$ cat src/hw/rtl/gbn_pkg.sv
// gbn_pkg: beat types, command codes and event codes of the go-back-n sender
// no dependencies; imported by the top level
`timescale 1ns / 1ps
`default_nettype none

package gbn_pkg;

    localparam int DATA_W = 64;
    localparam int SEQ_OUT_W = 8;

    localparam logic [1:0] CMD_SEND    = 2'd0;
    localparam logic [1:0] CMD_ACK     = 2'd1;
    localparam logic [1:0] CMD_TIMEOUT = 2'd2;

    localparam logic [1:0] EV_REFUSED = 2'd0;
    localparam logic [1:0] EV_XMIT    = 2'd1;
    localparam logic [1:0] EV_STOP    = 2'd2;
    localparam logic [1:0] EV_START   = 2'd3;

    typedef struct packed {
        logic [1:0]           command;
        logic [DATA_W-1:0]    payload;
        logic [SEQ_OUT_W-1:0] ack_num;
        logic                 ack_checksum_ok;
        logic [SEQ_OUT_W-1:0] timer_seq;
    } gbn_in_t;

    typedef struct packed {
        logic [1:0]           event_kind;
        logic [SEQ_OUT_W-1:0] seq_num;
        logic [DATA_W-1:0]    data_out;
        logic                 window_full;
        logic                 last;
    } gbn_out_t;

endpackage

`default_nettype wire

$ cat src/hw/rtl/gbn_store.sv
// gbn_store: packet buffer, one write port and one registered read port
// no dependencies; instantiated by go_back_n_sender
`timescale 1ns / 1ps
`default_nettype none

module gbn_store #(
    parameter int DEPTH  = 8,
    parameter int ADDR_W = 3,
    parameter int WIDTH  = 64
) (
    input  wire logic              aclk,
    input  wire logic              wr_en,
    input  wire logic [ADDR_W-1:0] wr_addr,
    input  wire logic [WIDTH-1:0]  wr_data,
    input  wire logic              rd_en,
    input  wire logic [ADDR_W-1:0] rd_addr,
    output logic      [WIDTH-1:0]  rd_data
);

    logic [WIDTH-1:0] mem_reg [DEPTH];
    logic [WIDTH-1:0] rd_data_reg;

    always_ff @(posedge aclk) begin
        if (wr_en) begin
            mem_reg[wr_addr] <= wr_data;
        end
        if (rd_en) begin
            rd_data_reg <= mem_reg[rd_addr];
        end
    end

    assign rd_data = rd_data_reg;

endmodule

`default_nettype wire

$ cat src/hw/rtl/go_back_n_sender.sv
// go_back_n_sender: go-back-n sender window with packet buffer and replay
// depends on gbn_pkg and gbn_store
//
// usage: one command beat on s_* (send, ack, timeout) gives zero to
// WINDOW+2 result beats on m_* (window capped at SEQ_SPACE-1), the final one marked by last.
// a send stores its payload in the slot of the next sequence number and
// transmits it, starting the timer if the window was empty; a send into a
// full window gives one refused beat. a valid ack inside the outstanding
// range moves the base and stops/restarts the timer. a timeout gives stop and
// start beats for the tag, then replays every outstanding packet, oldest first.
// timing: a command is taken only while the sequencer is idle; each fixed
// result beat is loaded straight into the output register, each replayed
// packet is first read from the buffer (ST_READ), then loaded into the
// output register (ST_SEND); an ignored command leaves the sequencer idle. the
// command is registered, then ST_FIRST loads the first beat once the output register is free.
// the output register lets the next command be taken while the final result
// still waits; m_ready low simply holds the sequencer on the current beat.
// reset clears base, next sequence number, full flag and the output valid;
// the packet buffer is not cleared, only written slots are ever replayed.
`timescale 1ns / 1ps
`default_nettype none

module go_back_n_sender
    import gbn_pkg::*;
#(
    parameter int SEQ_SPACE    = 8,
    parameter int WINDOW       = 4,
    parameter int PAYLOAD_BITS = 64
) (
    input  wire logic    aclk,
    input  wire logic    aresetn,
    input  wire logic    s_valid,
    output logic         s_ready,
    input  wire gbn_in_t s_data,
    output logic         m_valid,
    input  wire logic    m_ready,
    output gbn_out_t     m_data
);

    localparam int SW = (SEQ_SPACE > 2) ? $clog2(SEQ_SPACE) : 1;
    localparam int EFF_WIN = (WINDOW < SEQ_SPACE) ? WINDOW : (SEQ_SPACE - 1);
    localparam logic [SW-1:0] SEQ_MAX = SW'(SEQ_SPACE - 1);
    localparam logic [SW:0] SPACE = (SW + 1)'(SEQ_SPACE);
    localparam logic [SW-1:0] EFF = SW'(EFF_WIN);
    localparam logic [SEQ_OUT_W:0] ACK_LIM = (SEQ_OUT_W + 1)'(SEQ_SPACE);

    typedef enum logic [2:0] {
        ST_IDLE,
        ST_FIRST,
        ST_SECOND,
        ST_READ,
        ST_SEND
    } state_t;

    function automatic logic [SW-1:0] seq_inc(input logic [SW-1:0] v);
        seq_inc = (v == SEQ_MAX) ? '0 : v + 1'b1;
    endfunction

    function automatic logic [SW-1:0] seq_sub(input logic [SW-1:0] a,
                                              input logic [SW-1:0] b);
        logic [SW:0] t;
        t = (a >= b) ? ({1'b0, a} - {1'b0, b}) : ({1'b0, a} + SPACE - {1'b0, b});
        seq_sub = t[SW-1:0];
    endfunction

    state_t                state_reg;
    logic [SW-1:0]         base_reg;
    logic [SW-1:0]         next_seq_reg;
    logic                  full_reg;
    logic                  m_valid_reg;
    gbn_out_t              m_data_reg;

    logic [1:0]            a_kind_reg;
    logic [SEQ_OUT_W-1:0]  a_seq_reg;
    logic [DATA_W-1:0]     a_data_reg;
    logic                  has_b_reg;
    logic [SEQ_OUT_W-1:0]  b_seq_reg;
    logic [SW-1:0]         cnt_reg;
    logic [SW-1:0]         rp_seq_reg;
    logic                  full_out_reg;

    logic                  in_beat;
    logic                  out_free;
    logic                  out_load;
    logic [SW-1:0]         outst;
    logic [SW-1:0]         send_next;
    logic [SW-1:0]         ack_s;
    logic [SW-1:0]         ack_base;
    logic                  ack_hit;

    logic                  plan_go;
    logic [1:0]            a_kind_next;
    logic [SEQ_OUT_W-1:0]  a_seq_next;
    logic [DATA_W-1:0]     a_data_next;
    logic                  has_b_next;
    logic [SEQ_OUT_W-1:0]  b_seq_next;
    logic [SW-1:0]         cnt_next;
    logic                  full_next;
    logic [SW-1:0]         base_next;
    logic [SW-1:0]         next_seq_next;

    logic                  wr_en;
    logic                  rd_en;
    logic [PAYLOAD_BITS-1:0] rd_data;

    assign s_ready  = (state_reg == ST_IDLE);
    assign in_beat  = s_valid && s_ready;
    assign out_free = !m_valid_reg || m_ready;
    assign out_load = out_free && ((state_reg == ST_FIRST) || (state_reg == ST_SECOND)
                                   || (state_reg == ST_SEND));
    assign m_valid  = m_valid_reg;
    assign m_data   = m_data_reg;

    assign outst     = seq_sub(next_seq_reg, base_reg);
    assign send_next = seq_inc(next_seq_reg);
    assign ack_s     = s_data.ack_num[SW-1:0];
    assign ack_base  = seq_inc(ack_s);
    assign ack_hit   = s_data.ack_checksum_ok
                    && ({1'b0, s_data.ack_num} < ACK_LIM)
                    && (seq_sub(ack_s, base_reg) < outst);

    always_comb begin
        plan_go       = 1'b0;
        a_kind_next   = EV_REFUSED;
        a_seq_next    = SEQ_OUT_W'(next_seq_reg);
        a_data_next   = '0;
        has_b_next    = 1'b0;
        b_seq_next    = '0;
        cnt_next      = '0;
        full_next     = full_reg;
        base_next     = base_reg;
        next_seq_next = next_seq_reg;
        case (s_data.command)
            CMD_SEND: begin
                plan_go = 1'b1;
                if (!full_reg) begin
                    a_kind_next   = EV_XMIT;
                    a_data_next   = DATA_W'(s_data.payload[PAYLOAD_BITS-1:0]);
                    has_b_next    = (base_reg == next_seq_reg);
                    b_seq_next    = SEQ_OUT_W'(next_seq_reg);
                    next_seq_next = send_next;
                    full_next     = (seq_sub(send_next, base_reg) >= EFF);
                end
            end
            CMD_ACK: begin
                if (ack_hit) begin
                    plan_go     = 1'b1;
                    a_kind_next = EV_STOP;
                    a_seq_next  = SEQ_OUT_W'(base_reg);
                    has_b_next  = (ack_base != next_seq_reg);
                    b_seq_next  = SEQ_OUT_W'(ack_base);
                    base_next   = ack_base;
                    full_next   = 1'b0;
                end
            end
            CMD_TIMEOUT: begin
                plan_go     = 1'b1;
                a_kind_next = EV_STOP;
                a_seq_next  = s_data.timer_seq;
                has_b_next  = 1'b1;
                b_seq_next  = s_data.timer_seq;
                cnt_next    = outst;
            end
            default: begin
                plan_go = 1'b0;
            end
        endcase
    end

    assign wr_en = in_beat && (s_data.command == CMD_SEND) && !full_reg;
    assign rd_en = (state_reg == ST_READ);

    gbn_store #(
        .DEPTH  (SEQ_SPACE),
        .ADDR_W (SW),
        .WIDTH  (PAYLOAD_BITS)
    ) u_store (
        .aclk    (aclk),
        .wr_en   (wr_en),
        .wr_addr (next_seq_reg),
        .wr_data (s_data.payload[PAYLOAD_BITS-1:0]),
        .rd_en   (rd_en),
        .rd_addr (rp_seq_reg),
        .rd_data (rd_data)
    );

    always_ff @(posedge aclk) begin
        if (!aresetn) begin
            state_reg    <= ST_IDLE;
            base_reg     <= '0;
            next_seq_reg <= '0;
            full_reg     <= 1'b0;
            m_valid_reg  <= 1'b0;
        end else begin
            if (out_load) begin
                m_valid_reg <= 1'b1;
            end else if (m_ready) begin
                m_valid_reg <= 1'b0;
            end
            case (state_reg)
                ST_IDLE: begin
                    if (in_beat && plan_go) begin
                        a_kind_reg   <= a_kind_next;
                        a_seq_reg    <= a_seq_next;
                        a_data_reg   <= a_data_next;
                        has_b_reg    <= has_b_next;
                        b_seq_reg    <= b_seq_next;
                        cnt_reg      <= cnt_next;
                        rp_seq_reg   <= base_reg;
                        full_out_reg <= full_next;
                        full_reg     <= full_next;
                        base_reg     <= base_next;
                        next_seq_reg <= next_seq_next;
                        state_reg    <= ST_FIRST;
                    end
                end
                ST_FIRST: begin
                    if (out_free) begin
                        m_data_reg.event_kind  <= a_kind_reg;
                        m_data_reg.seq_num     <= a_seq_reg;
                        m_data_reg.data_out    <= a_data_reg;
                        m_data_reg.window_full <= full_out_reg;
                        m_data_reg.last        <= !has_b_reg && (cnt_reg == '0);
                        if (has_b_reg) begin
                            state_reg <= ST_SECOND;
                        end else if (cnt_reg != '0) begin
                            state_reg <= ST_READ;
                        end else begin
                            state_reg <= ST_IDLE;
                        end
                    end
                end
                ST_SECOND: begin
                    if (out_free) begin
                        m_data_reg.event_kind  <= EV_START;
                        m_data_reg.seq_num     <= b_seq_reg;
                        m_data_reg.data_out    <= '0;
                        m_data_reg.window_full <= full_out_reg;
                        m_data_reg.last        <= (cnt_reg == '0);
                        state_reg <= (cnt_reg != '0) ? ST_READ : ST_IDLE;
                    end
                end
                ST_READ: begin
                    state_reg <= ST_SEND;
                end
                ST_SEND: begin
                    if (out_free) begin
                        m_data_reg.event_kind  <= EV_XMIT;
                        m_data_reg.seq_num     <= SEQ_OUT_W'(rp_seq_reg);
                        m_data_reg.data_out    <= DATA_W'(rd_data);
                        m_data_reg.window_full <= full_out_reg;
                        m_data_reg.last        <= (cnt_reg == SW'(1));
                        rp_seq_reg <= seq_inc(rp_seq_reg);
                        cnt_reg    <= cnt_reg - 1'b1;
                        state_reg  <= (cnt_reg == SW'(1)) ? ST_IDLE : ST_READ;
                    end
                end
                default: begin
                    state_reg <= ST_IDLE;
                end
            endcase
        end
    end

endmodule

`default_nettype wire
$ cat config.mk
export PLATFORM = sky130hd
export DESIGN_NAME = go_back_n_sender
export DESIGN_NICKNAME = d
export VERILOG_FILES = /design/src/hw/rtl/gbn_pkg.sv /design/src/hw/rtl/gbn_store.sv /design/src/hw/rtl/go_back_n_sender.sv
export SDC_FILE = /design/constraint.sdc
export NUM_CORES = 1
export LEC_CHECK = 0
export ABC_CLOCK_PERIOD_IN_PS = 21600
export BUFFER_PORTS_ARGS = -buffer_cell sky130_fd_sc_hd__buf_4
export CAP_MARGIN = 25
export CORE_ASPECT_RATIO = 1.5
export CORE_MARGIN = 2
export CORE_UTILIZATION = 51
export CTS_CLUSTER_SIZE = 25
export DETAILED_ROUTE_END_ITERATION = 12
export GPL_TIMING_DRIVEN = 0
export PLACE_DENSITY = 0.69
export SYNTH_ARGS = -nofsm -noshare
export SYNTH_HDL_FRONTEND = slang
export SYNTH_HIERARCHICAL = 1
export SYNTH_SLANG_ARGS = --single-unit
export TNS_END_PERCENT = 50
$ cat constraint.sdc
create_clock -name aclk -period 21.6 [get_ports aclk]
set_input_delay 6.48 -clock aclk [delete_from_list [all_inputs] [get_ports aclk]]
set_output_delay 6.48 -clock aclk [all_outputs]
set_load 0.02 [all_outputs]
==> impl_results.md, run 1 <==
- DIE HEIGHT: a little under 300 um
- Die X: roughly 200 um
- Launch point of the worst reg-to-reg path: next_seq_reg[0]$_SDFFE_PN0P_
- Root buffer cell: clkbuf_16
- First-pass GRT wire length: about 93,000 um
- Postcts setup bufs: 0
- Post-Route Skew: ~0.017 ns
- Max reg flops: slightly above 500
- Cell Area, Synth: 28,670 sq um
- Congestion Overflow GR: 0
- Actual slew at the worst max-slew pin: about 1.1 ns
- Combinational power share: 5.7%
- Hold worst-path end: m_data[1]$_DFFE_PP_
- Buffers added on ports: about 160
- Leak Pwr: roughly 11 nW
- Initial Util: around half
- Avg WL per Cell: around 27 um
- DP Area: between 30,000 and 40,000 sq um
- # IOs: between 150 and 200
- Slowest cell on the critical path: nor2_4
- Internal: between 2 and 2.5 mW
- Crit path launch type: input port
- Number of synthesis warnings: 6
- Detail Route Antenna Nets: 0
- Clock sink count: 748
- Most common cell after layout, fill and taps aside: edfxtp_1
- Synth-to-layout area growth: 17.69%
- Nets: roughly 1,700
- Design Area, Final: ~34,000 sq um
- # diodes: 0
- Data required, critical path: about 22 ns
- Status: finished, final reports clean
- P per Cell Area: around 90 nW/um^2
- Largest net degree at the start of global routing: 32
- Final Max Slew Viols: 0
- Inst Count DP: 2,252
- # H-tree levels: 3
- CP top delay family: simple AND/OR/NAND/NOR gates
- FF-to-FF End: a_data_reg[41]$_SDFFCE_PP0P_
- Switching Share: a little over a fifth
- Worst Hold Depth: 0
- Most frequent cells in the layout: 737 x edfxtp_1, 168 x buf_4, 128 x mux4_2
- # rows: between 100 and 150
- Clock power share: 39.1%
- FMAX: 105.1 MHz
- Max-cap violations: 0
- # DRC: 0
- Crit-path max cell delay: around 0.73 ns
- Levels on crit path: 11
- Critical Path Fanout Max: 24
- Worst path cell trace: buf_4 > inv_1 > ha_1 > inv_1 > nor2_4 > clkbuf_1 > and3_2 > nand2b_1 > nor2_4 > buf_12 > buf_12
- Post_cts resized: 0
- Tcrit/Tclk final: 44.06%
- Peak VDD IR: roughly 0.000049 V
- Area contributors post-synth: edfxtp_1 77%, mux4_2 10%, mux2_2 2.5%, a22o_1 2.1%, and2_1 1.6%
- Total die area: a little under 60,000 sq um
- Crit end category: flip-flop
- Synth Register Bits: about 750
- R2R setup slack: 17.65 ns
- Routability cong.: approximately 0.84
- Top_reg_cell synth: edfxtp_1
- Final hold violation count: 0
- Yosys top cell area share: a little under 80%
- Min Hold Slack: around 0.42 ns
- Worst setup path category: input port to flip-flop
- Tmin final: between 9 and 10 ns
- Hold_sp: full_out_reg$_DFFE_PP_
- Fill cells: a little under 4,000
- Routed wire length: between 60,000 and 70,000 um
- Post-synthesis async set-or-reset flop share: 0%
- Non-filler cells, final: about 2,400
- Iteration count of the initial detailed-routing pass: 6
- Vias per Instance: just under 6
- CTS tree: yes
- Detail Placement HPWL: 41,180 um
- Iter 0 DRT Violations: 1,143
- Gate Count Post-Synth: about 1,300
- Syn avg cell area: roughly 21 sq um
- NetSw: 0.6165 mW
- Largest area contributor in the netlist: edfxtp_1
- Sequential-to-total area share from yosys stat: 77.95%
- Final setup vio count: 0
- Worst Path Buf+Inv: 6
- Unrepaired setup endpoints after global routing: no
- Post-synth cell types: 51
- CTS Hold Buffers Added: 0
- Vias in the first global route: ~15,000
- Core area: about 56,000 sq um
- Worst path arrival time: about 9.8 ns
- Fraction of layout cells with a size suffix above 1: 32.69%
- Clk Latency, worst-skew pair: ~0.59 ns
- Sequential group share of total power: a little under three fifths
- R2R depth: 13
- Number of synthesized flops with an enable pin: between 700 and 800
- Total Neg Setup Slack: 0 ns
- Clk buf depth: 3
- DR vias: approximately 14,000
- CTS buffer count: around 70
- Initial antenna violation count: 2
- Worst setup margin: 12.08 ns
- Pre-CTS WS: about 12 ns
- Min-Delay Path Class: flip-flop to flip-flop
- Synth Net Count: between 1,000 and 1,500
- Rel. slew slack: approximately 30%
- Clock slew at reported path FFs: ~0.06 ns
- Total GRT Usage: 22.18%
## worst max path at each step
stage                           from                          endpoint  slack [ns]
final                     s_data[82]  u_store/mem_reg[1][48]$_DFFE_PP_       12.08
after global routing      s_data[81]  u_store/mem_reg[1][54]$_DFFE_PP_       11.91
after CTS                 s_data[81]  u_store/mem_reg[1][59]$_DFFE_PP_       12.10
after detailed placement  s_data[81]  u_store/mem_reg[1][45]$_DFFE_PP_       11.51
after global placement    s_data[81]  u_store/mem_reg[4][43]$_DFFE_PP_        3.59
after floorplan           s_data[81]   u_store/mem_reg[4][0]$_DFFE_PP_        9.09
## per-stage QoR
step	util, %	power (mW)
floorplan	-	1.754
global placement	55.26	1.830
detailed placement	56.77	1.837
CTS	60.58	2.987
global route	60.58	3.049
finish	60.58	2.961
## layer usage
metal | global-route usage [%] | up-vias | part of all wire (%)
met4 | 7.555 | 4 | 2.9
met3 | 3.524 | 104 | 6.2
li1 | - | 6044 | -
met2 | 38.34 | 523 | 52
met1 | 28.72 | 7428 | 39
met5 | 0 | - | 0.041
## cell families (layout without fill, tap and decap cells)
logic type	count (synthesis)	in the layout	synth area share [%]
compound gates	125	125	3.334
xor+xnor	11	11	0.3360
fa+ha+maj	22	22	1.012
buf+inv	83	409	1.518
flops	748	748	77.95
mux	196	196	12.71
simple gates	156	156	3.142
## synth_stat cells (8+ instances only)
cell	n
dfxtp_1	11
o21ai_0	12
inv_1	15
edfxtp_1	737
nor2_1	19
a21oi_1	16
buf_6	12
buf_1	9
a22o_1	70
nand2b_1	8
clkbuf_1	26
buf_2	15
and2_1	75
mux4_2	128
nand2_1	23
o22ai_1	8
mux2_2	64
ha_1	20
## cell type report
class	instances	area, sq um	share of cell area [%]
Sequential cell	748	22350	66.24
Multi-Input combinational cell	510	5962	17.67
Timing Repair Buffer	209	1997	5.918
Clock buffer	80	1768	5.239
Tap cell	702	878.3	2.603
Buffer	66	371.6	1.101
Clock inverter	37	352.8	1.046
Inverter	17	63.81	0.1891
## power by group through the flow
stage	combinational [mW]	sequential [mW]	clock (mW)
final	0.168	1.64	1.16
after detailed placement	0.170	1.67	0
after global routing	0.181	1.64	1.23
after floorplan	0.0705	1.68	0
after global placement	0.157	1.67	0
after CTS	0.171	1.64	1.18
No activity file was read; power rests on OpenSTA's default activity.
==> inputs of run 2 (changes only) <==
Settings changed: ABC_AREA from default to 1, ABC_CLOCK_PERIOD_IN_PS 21600 to 8100, PLACE_DENSITY 0.69 to 0.71.
Clock period 21.6 ns to 8.1 ns, I/O delays scaled along.
==> run 2 against run 1 <==
  * Core utilization shrank 0.82 points
  * Clock-buffer cell count increased by 4
  * Clock power increased to 2.7 times the previous value
  * Setup slack lost 9.6 ns
  * Cell area grew 9.7%
  * Final cell count increased by 71%
  * Synthesized area up 11%
  * Total power rose to 3.0 times the previous value
  * Die area is 11% higher
  * Global-route usage up 3.9 points
  * Clock skew fell by 0.0050 ns
  * Critical endpoint is now u_store/mem_reg[6][12]$_DFFE_PP_
  * Highest routed layer is now met4
==> impl_results.md, run 2 <==
- Clock sink count: about 750
- Worst path arrival time: ~6 ns
- Final setup vio count: 0
- CTS buffer count: 67
- Fill cells: about 4,800
- Avg WL per Cell: about 21 um
- Routed wire length: between 80,000 and 90,000 um
- Leak Pwr: ~16 nW
- Detail Placement HPWL: 55,980 um
- Data required, critical path: ~8.4 ns
- # H-tree levels: 3
- Min-Delay Path Class: flip-flop to flip-flop
- Clock slew at reported path FFs: ~0.060 ns
- Core area: roughly 62,000 sq um
- Post-Route Skew: ~0.012 ns
- Number of synthesized flops with an enable pin: approximately 740
- Syn avg cell area: 10.89 sq um
- Congestion Overflow GR: 0
- Status: finished, final reports clean
- Fraction of layout cells with a size suffix above 1: between 10% and 20%
- Max reg flops: 512
- Number of synthesis warnings: 6
- Actual slew at the worst max-slew pin: about 1.1 ns
- Area of the multi-input gates: between 6000 and 7000 sq um
- First-pass GRT wire length: around 120,000 um
- Die X: between 200 and 250 um
- Post_cts resized: 0
- P per Cell Area: roughly 240 nW/um^2
- Root buffer cell: clkbuf_16
- Buffers added on ports: 164
- Synth Register Bits: between 700 and 800
- CTS Hold Buffers Added: 0
- Vias in the first global route: ~22,000
- Postcts setup bufs: 0
- Area contributors post-synth: edfxtp_1 70%, nand2_1 11%, inv_1 7.4%, nand3_1 4.3%, a22o_1 1.8%
- Initial Util: between 50% and 60%
- Worst setup path category: input port to flip-flop
- Synth Net Count: between 3,000 and 4,000
- FMAX: around 180 MHz
- Most frequent cells in the layout: 900 x nand2_1, 737 x edfxtp_1, 628 x inv_1
- Crit end category: flip-flop
- Iteration count of the initial detailed-routing pass: 6
- Yosys top cell area share: between 60% and 70%
- Routability cong.: around 0.85
- Nets: between 3,000 and 4,000
- Iter 0 DRT Violations: ~2,400
- Synth top cells by count: 900 x nand2_1, 737 x edfxtp_1, 628 x inv_1
- Final hold violation count: 0
- Most common cell after layout, fill and taps aside: nand2_1
- DR vias: around 22,000
- Post-synth cell types: 34
- Post-synthesis async set-or-reset flop share: 0%
- Top_reg_cell synth: edfxtp_1
- CTS tree: yes
- Tcrit/Tclk final: between 60 and 70%
- Total die area: around 64,000 sq um
- Sequential-to-total area share from yosys stat: between 70% and 80%
- Gate Count Post-Synth: between 2,000 and 3,000
- Clk buf depth: 3
- Final core area utilization: 59.75%
- Vias per Instance: around 5.3
- Unrepaired setup endpoints after global routing: no
- Register area: approximately 22,000 sq um
- Peak VDD IR: 0.0001370 V
- # rows: 112
- Largest area contributor in the netlist: edfxtp_1
- Synth-to-layout area growth: 16.36%
- DIE HEIGHT: between 300 and 400 um
- # DRC: 0
- # IOs: ~170
- Total GRT Usage: a little over a quarter
- Max-cap violations: 0
- Rel. slew slack: between 20 and 30%
- Cell Area, Synth: approximately 32,000 sq um
- Critical Path Fanout Max: 24
- Largest net degree at the start of global routing: 30
- Worst setup margin: 2.464 ns
- Final Max Slew Viols: 0
- Most frequent cell after synthesis: nand2_1
- Detail Route Antenna Nets: 0
- Tmin final: about 5.6 ns
- Clk Latency, worst-skew pair: about 0.61 ns
- Initial antenna violation count: 3
- Pre-CTS WS: ~2 ns
- Crit path launch type: input port
==> run 2: cell types whose count changed after synthesis, moves of 47 or more <==
cell and change:
and2_1 -75, buf_2 +47, inv_1 +613, mux2_2 -64, mux4_2 -128, nand2_1 +877, nand3_1 +270, nor2_1 +83
==> run 2: worst paths after layout <==
kind                            slack [ns]                    from  cells after the start                               end
worst max-delay path                  2.46              s_data[82]                     12  u_store/mem_reg[6][12]$_DFFE_PP_
worst min-delay path                  0.44  full_out_reg$_DFFE_PP_                      0               m_data[1]$_DFFE_PP_
worst max register to register        4.45   full_reg$_SDFFE_PN0P_                      8  u_store/mem_reg[6][12]$_DFFE_PP_
worst min register to register        0.44  full_out_reg$_DFFE_PP_                      0               m_data[1]$_DFFE_PP_
==> run 2: critical path, cell delays in order <==
cell	delay [ns]
buf_4	0.13
inv_1	0.07
ha_1	0.23
inv_1	0.07
nor2_1	0.36
inv_1	0.24
clkbuf_1	0.48
nor2_1	0.31
nand2_1	0.29
nor2_4	0.74
buf_12	0.31
buf_12	0.23
==> run 2: routing by layer <==
layer	wire length [um]	GRT usage [%]	share of wire, %	up-vias
li1	-	-	-	9864
met1	29850	29.07	35	10315
met2	42720	45.88	51	1114
met3	6839	5.122	8.1	323
met4	4785	16.54	5.7	0
met5	0	0	0	-
==> run 2: cell families after synthesis <==
logic type,share of synthesized area [%]
AOI/OAI and AO/OA,2.380
xor gates and xnor gates,0.2203
adders and majority gates,0.9126
buffers and inverters,9.720
DFF,70.27
and+or+nand+nor,16.49
==> run 2: stage by stage <==
step	hold WS (ns)	std cells	setup TNS, ns	area (sq um)	power [mW]
2_1_floorplan	0.4003	2922	0	31810	5.386
3_3_place_gp	0.4073	3884	-1495.17	34040	5.919
3_5_place_dp	0.4336	3921	0	34900	5.987
4_1_cts	0.4485	4039	0	37000	9.057
5_1_grt	0.4650	4042	0	37010	9.319
6_report	0.4437	4042	0	37010	9.031
==> run 2: final cells by class <==
cell class,instances,share of cell area (%)
inverter,633,6.420
antenna,3,0.02028
tap,798,2.698
buffer,122,1.934
sequential,748,60.39
clock inverter,34,0.7809
multi-input combinational,1419,17.42
timing repair buffer,201,5.439
clock buffer,84,4.898
==> run 2: power by group <==
part / internal [mW] / switching (mW)
combinational: 0.454 / 0.980
clock: 1.72 / 1.38
sequential: 4.44 / 0.0505
total: 6.62 / 2.41
==> inputs of run 3 (changes only) <==
Settings changed: ABC_CLOCK_PERIOD_IN_PS 8100 to 5000.
Clock period 8.1 ns to 5 ns, I/O delays scaled along.
==> run 3 against run 2 <==
  * Combinational power is 64% higher
  * Flip-flop and latch count unchanged
  * Final cell count is essentially flat
  * Die area did not move
  * Critical path depth is the same
  * Clock-buffer cell count is 4 higher
  * Register-to-register slack worse by 3.1 ns
  * Setup slack worse by 1.9 ns
  * Total power up 63%
  * Critical path type unchanged
  * Largest power group unchanged
==> impl_results.md, run 3 (same netlist as run 2, synthesis figures left out) <==
- Peak VDD IR: between 0.0002 and 0.0003 V
- Congestion Overflow GR: 0
- R2R setup slack: 1.34 ns
- CTS Hold Buffers Added: 0
- Avg WL per Cell: 20.75 um
- Vias in the first global route: between 20,000 and 25,000
- Iter 0 DRT Violations: ~2,100
- Nets: 3,302
- Post-Route Skew: 0.01503 ns
- Worst path cell trace: buf_4 > inv_1 > ha_1 > inv_1 > nor2_1 > inv_1 > clkbuf_1 > nor2_1 > nand2_1 > nor2_4 > buf_16 > buf_12
- Crit end category: flip-flop
- First-pass GRT wire length: about 120,000 um
- FF-to-FF End: a_data_reg[36]$_SDFFCE_PP0P_
- Unrepaired setup endpoints after global routing: no
- Data required, critical path: 5.30 ns
- Total die area: about 64,000 sq um
- P per Cell Area: roughly 400 nW/um^2
- Status: finished, final reports clean
- Launch point of the worst reg-to-reg path: next_seq_reg[0]$_SDFFE_PN0P_
- Tmin final: 4.459 ns
- Max-cap violations: 0
- Total Neg Setup Slack: 0 ns
- Routability cong.: 0.8439
- Clock slew at reported path FFs: around 0.06 ns
- Final core area utilization: between 50% and 60%
- DR vias: ~22,000
- Inst Count DP: 3,921
- Hold worst-path end: m_data[1]$_DFFE_PP_
- Rel. slew slack: between 20% and 30%
- Post_cts resized: 0
- Most common cell after layout, fill and taps aside: nand2_1
- Min-Delay Path Class: flip-flop to flip-flop
- Worst Hold Depth: 0
- Design Area, Final: 37,090 sq um
- Worst setup margin: 0.5405 ns
- Final Max Slew Viols: 0
- Final hold violation count: 0
- Slowest cell on the critical path: nor2_4
- Routed wire length: roughly 84,000 um
- # H-tree levels: 3
- DIE HEIGHT: between 300 and 400 um
- Hold_sp: full_out_reg$_DFFE_PP_
- Worst Path Buf+Inv: 7
- Final setup vio count: 0
- # DRC: 0
- Min Hold Slack: 0.4349 ns
- Leak Pwr: approximately 16 nW
- Initial antenna violation count: 2
- Iteration count of the initial detailed-routing pass: 7
- Synth-to-layout area growth: 16.60%
- Worst setup path category: input port to flip-flop
- Register area: roughly 22,000 sq um
- Root buffer cell: clkbuf_16
- Die X: 207.9 um
- Clk Latency, worst-skew pair: 0.61 ns
- Clock sink count: roughly 750
- Crit path launch type: input port
- Actual slew at the worst max-slew pin: 1.127 ns
- Detail Placement HPWL: approximately 55,000 um
- Worst path arrival time: 4.76 ns
- Postcts setup bufs: 0
- Max reg flops: just over 500
- Crit-path max cell delay: roughly 0.70 ns
- Pre-CTS WS: -0.02675 ns
- Area of the multi-input gates: around 6400 sq um
- Initial Util: around 50%
- Power Total: approximately 15 mW
- Clk buf depth: 3
- Largest net degree at the start of global routing: 30
- DP Area: between 30,000 and 40,000 sq um
- Total GRT Usage: roughly 26%
- Core area: 61,940 sq um
- # IOs: 165
- Fill cells: 4,835
- Most used cell, CP: inv_1
- CP top delay family: simple AND/OR/NAND/NOR gates
- R2R depth: 14
- Critical Path Fanout Max: 22
- Most frequent cells in the layout: 900 x nand2_1, 737 x edfxtp_1, 628 x inv_1
- FMAX: 224.2 MHz
- Vias per Instance: approximately 5.3
- # rows: between 100 and 150
- CTS buffer count: 68
- Buffers added on ports: about 160
- Detail Route Antenna Nets: 0
- Non-filler cells, final: 4,043
- Tcrit/Tclk final: between 80% and 90%
- Fraction of layout cells with a size suffix above 1: 12.83%
- CTS tree: yes
==> run 3: changes by cell type in the layout (fill, tap and decap cells not counted), sizes merged <==
cell      previous run  this run
clkbuf             103       107
clkinvlp             1         4
diode                3         2
inv                638       634
clkinv              24        21
bufinv               4         6
==> run 3: layout make-up <==
| type | count | share of cell area (%) |
|---|---|---|
| Antenna cell | 2 | 0.01349 |
| Buffer | 122 | 1.930 |
| Clock buffer | 88 | 4.990 |
| Clock inverter | 32 | 0.8771 |
| Inverter | 633 | 6.406 |
| Multi-Input combinational cell | 1419 | 17.38 |
| Sequential cell | 748 | 60.27 |
| Tap cell | 798 | 2.692 |
| Timing Repair Buffer | 201 | 5.442 |
==> run 3: report_power, final <==
group          leakage (nW)  internal, mW  switching, mW
registers              6.76          7.19         0.0809
logic                  8.60         0.747           1.59
clock network          1.05          2.93           2.22
total                  16.4          10.9           3.89
==> run 3: worst max path at each step <==
stage,endpoint,cells after the start,slack (ns),start
floorplan,u_store/mem_reg[3][0]$_DFFE_PP_,9,-0.73,s_data[81]
global placement,u_store/rd_data[30]$_DFFE_PP_,2,-4.87,state_reg[0]$_SDFFE_PN0P_
detailed placement,u_store/mem_reg[3][33]$_DFFE_PP_,12,-0.03,s_data[81]
CTS,u_store/mem_reg[3][34]$_DFFE_PP_,12,0.61,s_data[81]
global route,u_store/mem_reg[3][34]$_DFFE_PP_,12,0.45,s_data[81]
finish,u_store/mem_reg[3][34]$_DFFE_PP_,12,0.54,s_data[81]
==> run 3: layer usage <==
layer,part of all wire (%),up-vias,wire [um],GRT usage (%)
met5,0,-,0,0
met4,4.9,0,4140,14.32
met3,7.9,261,6644,4.312
met2,51,1127,43070,46.12
met1,36,10350,30030,29.83
li1,-,9877,-,-
==> run 3: worst register-to-register path, cell delays in order, from the launching register on <==
cell and delay (ns):
dfxtp_1 0.50, inv_1 0.15, ha_1 0.20, inv_1 0.06, fa_1 0.40, inv_1 0.11, ha_1 0.24, nand2_1 0.06
nand2_1 0.04, nand2_1 0.07, nand3_1 0.16, nand2_1 0.15, nand2_1 0.20, nor2_4 0.66, buf_12 0.29
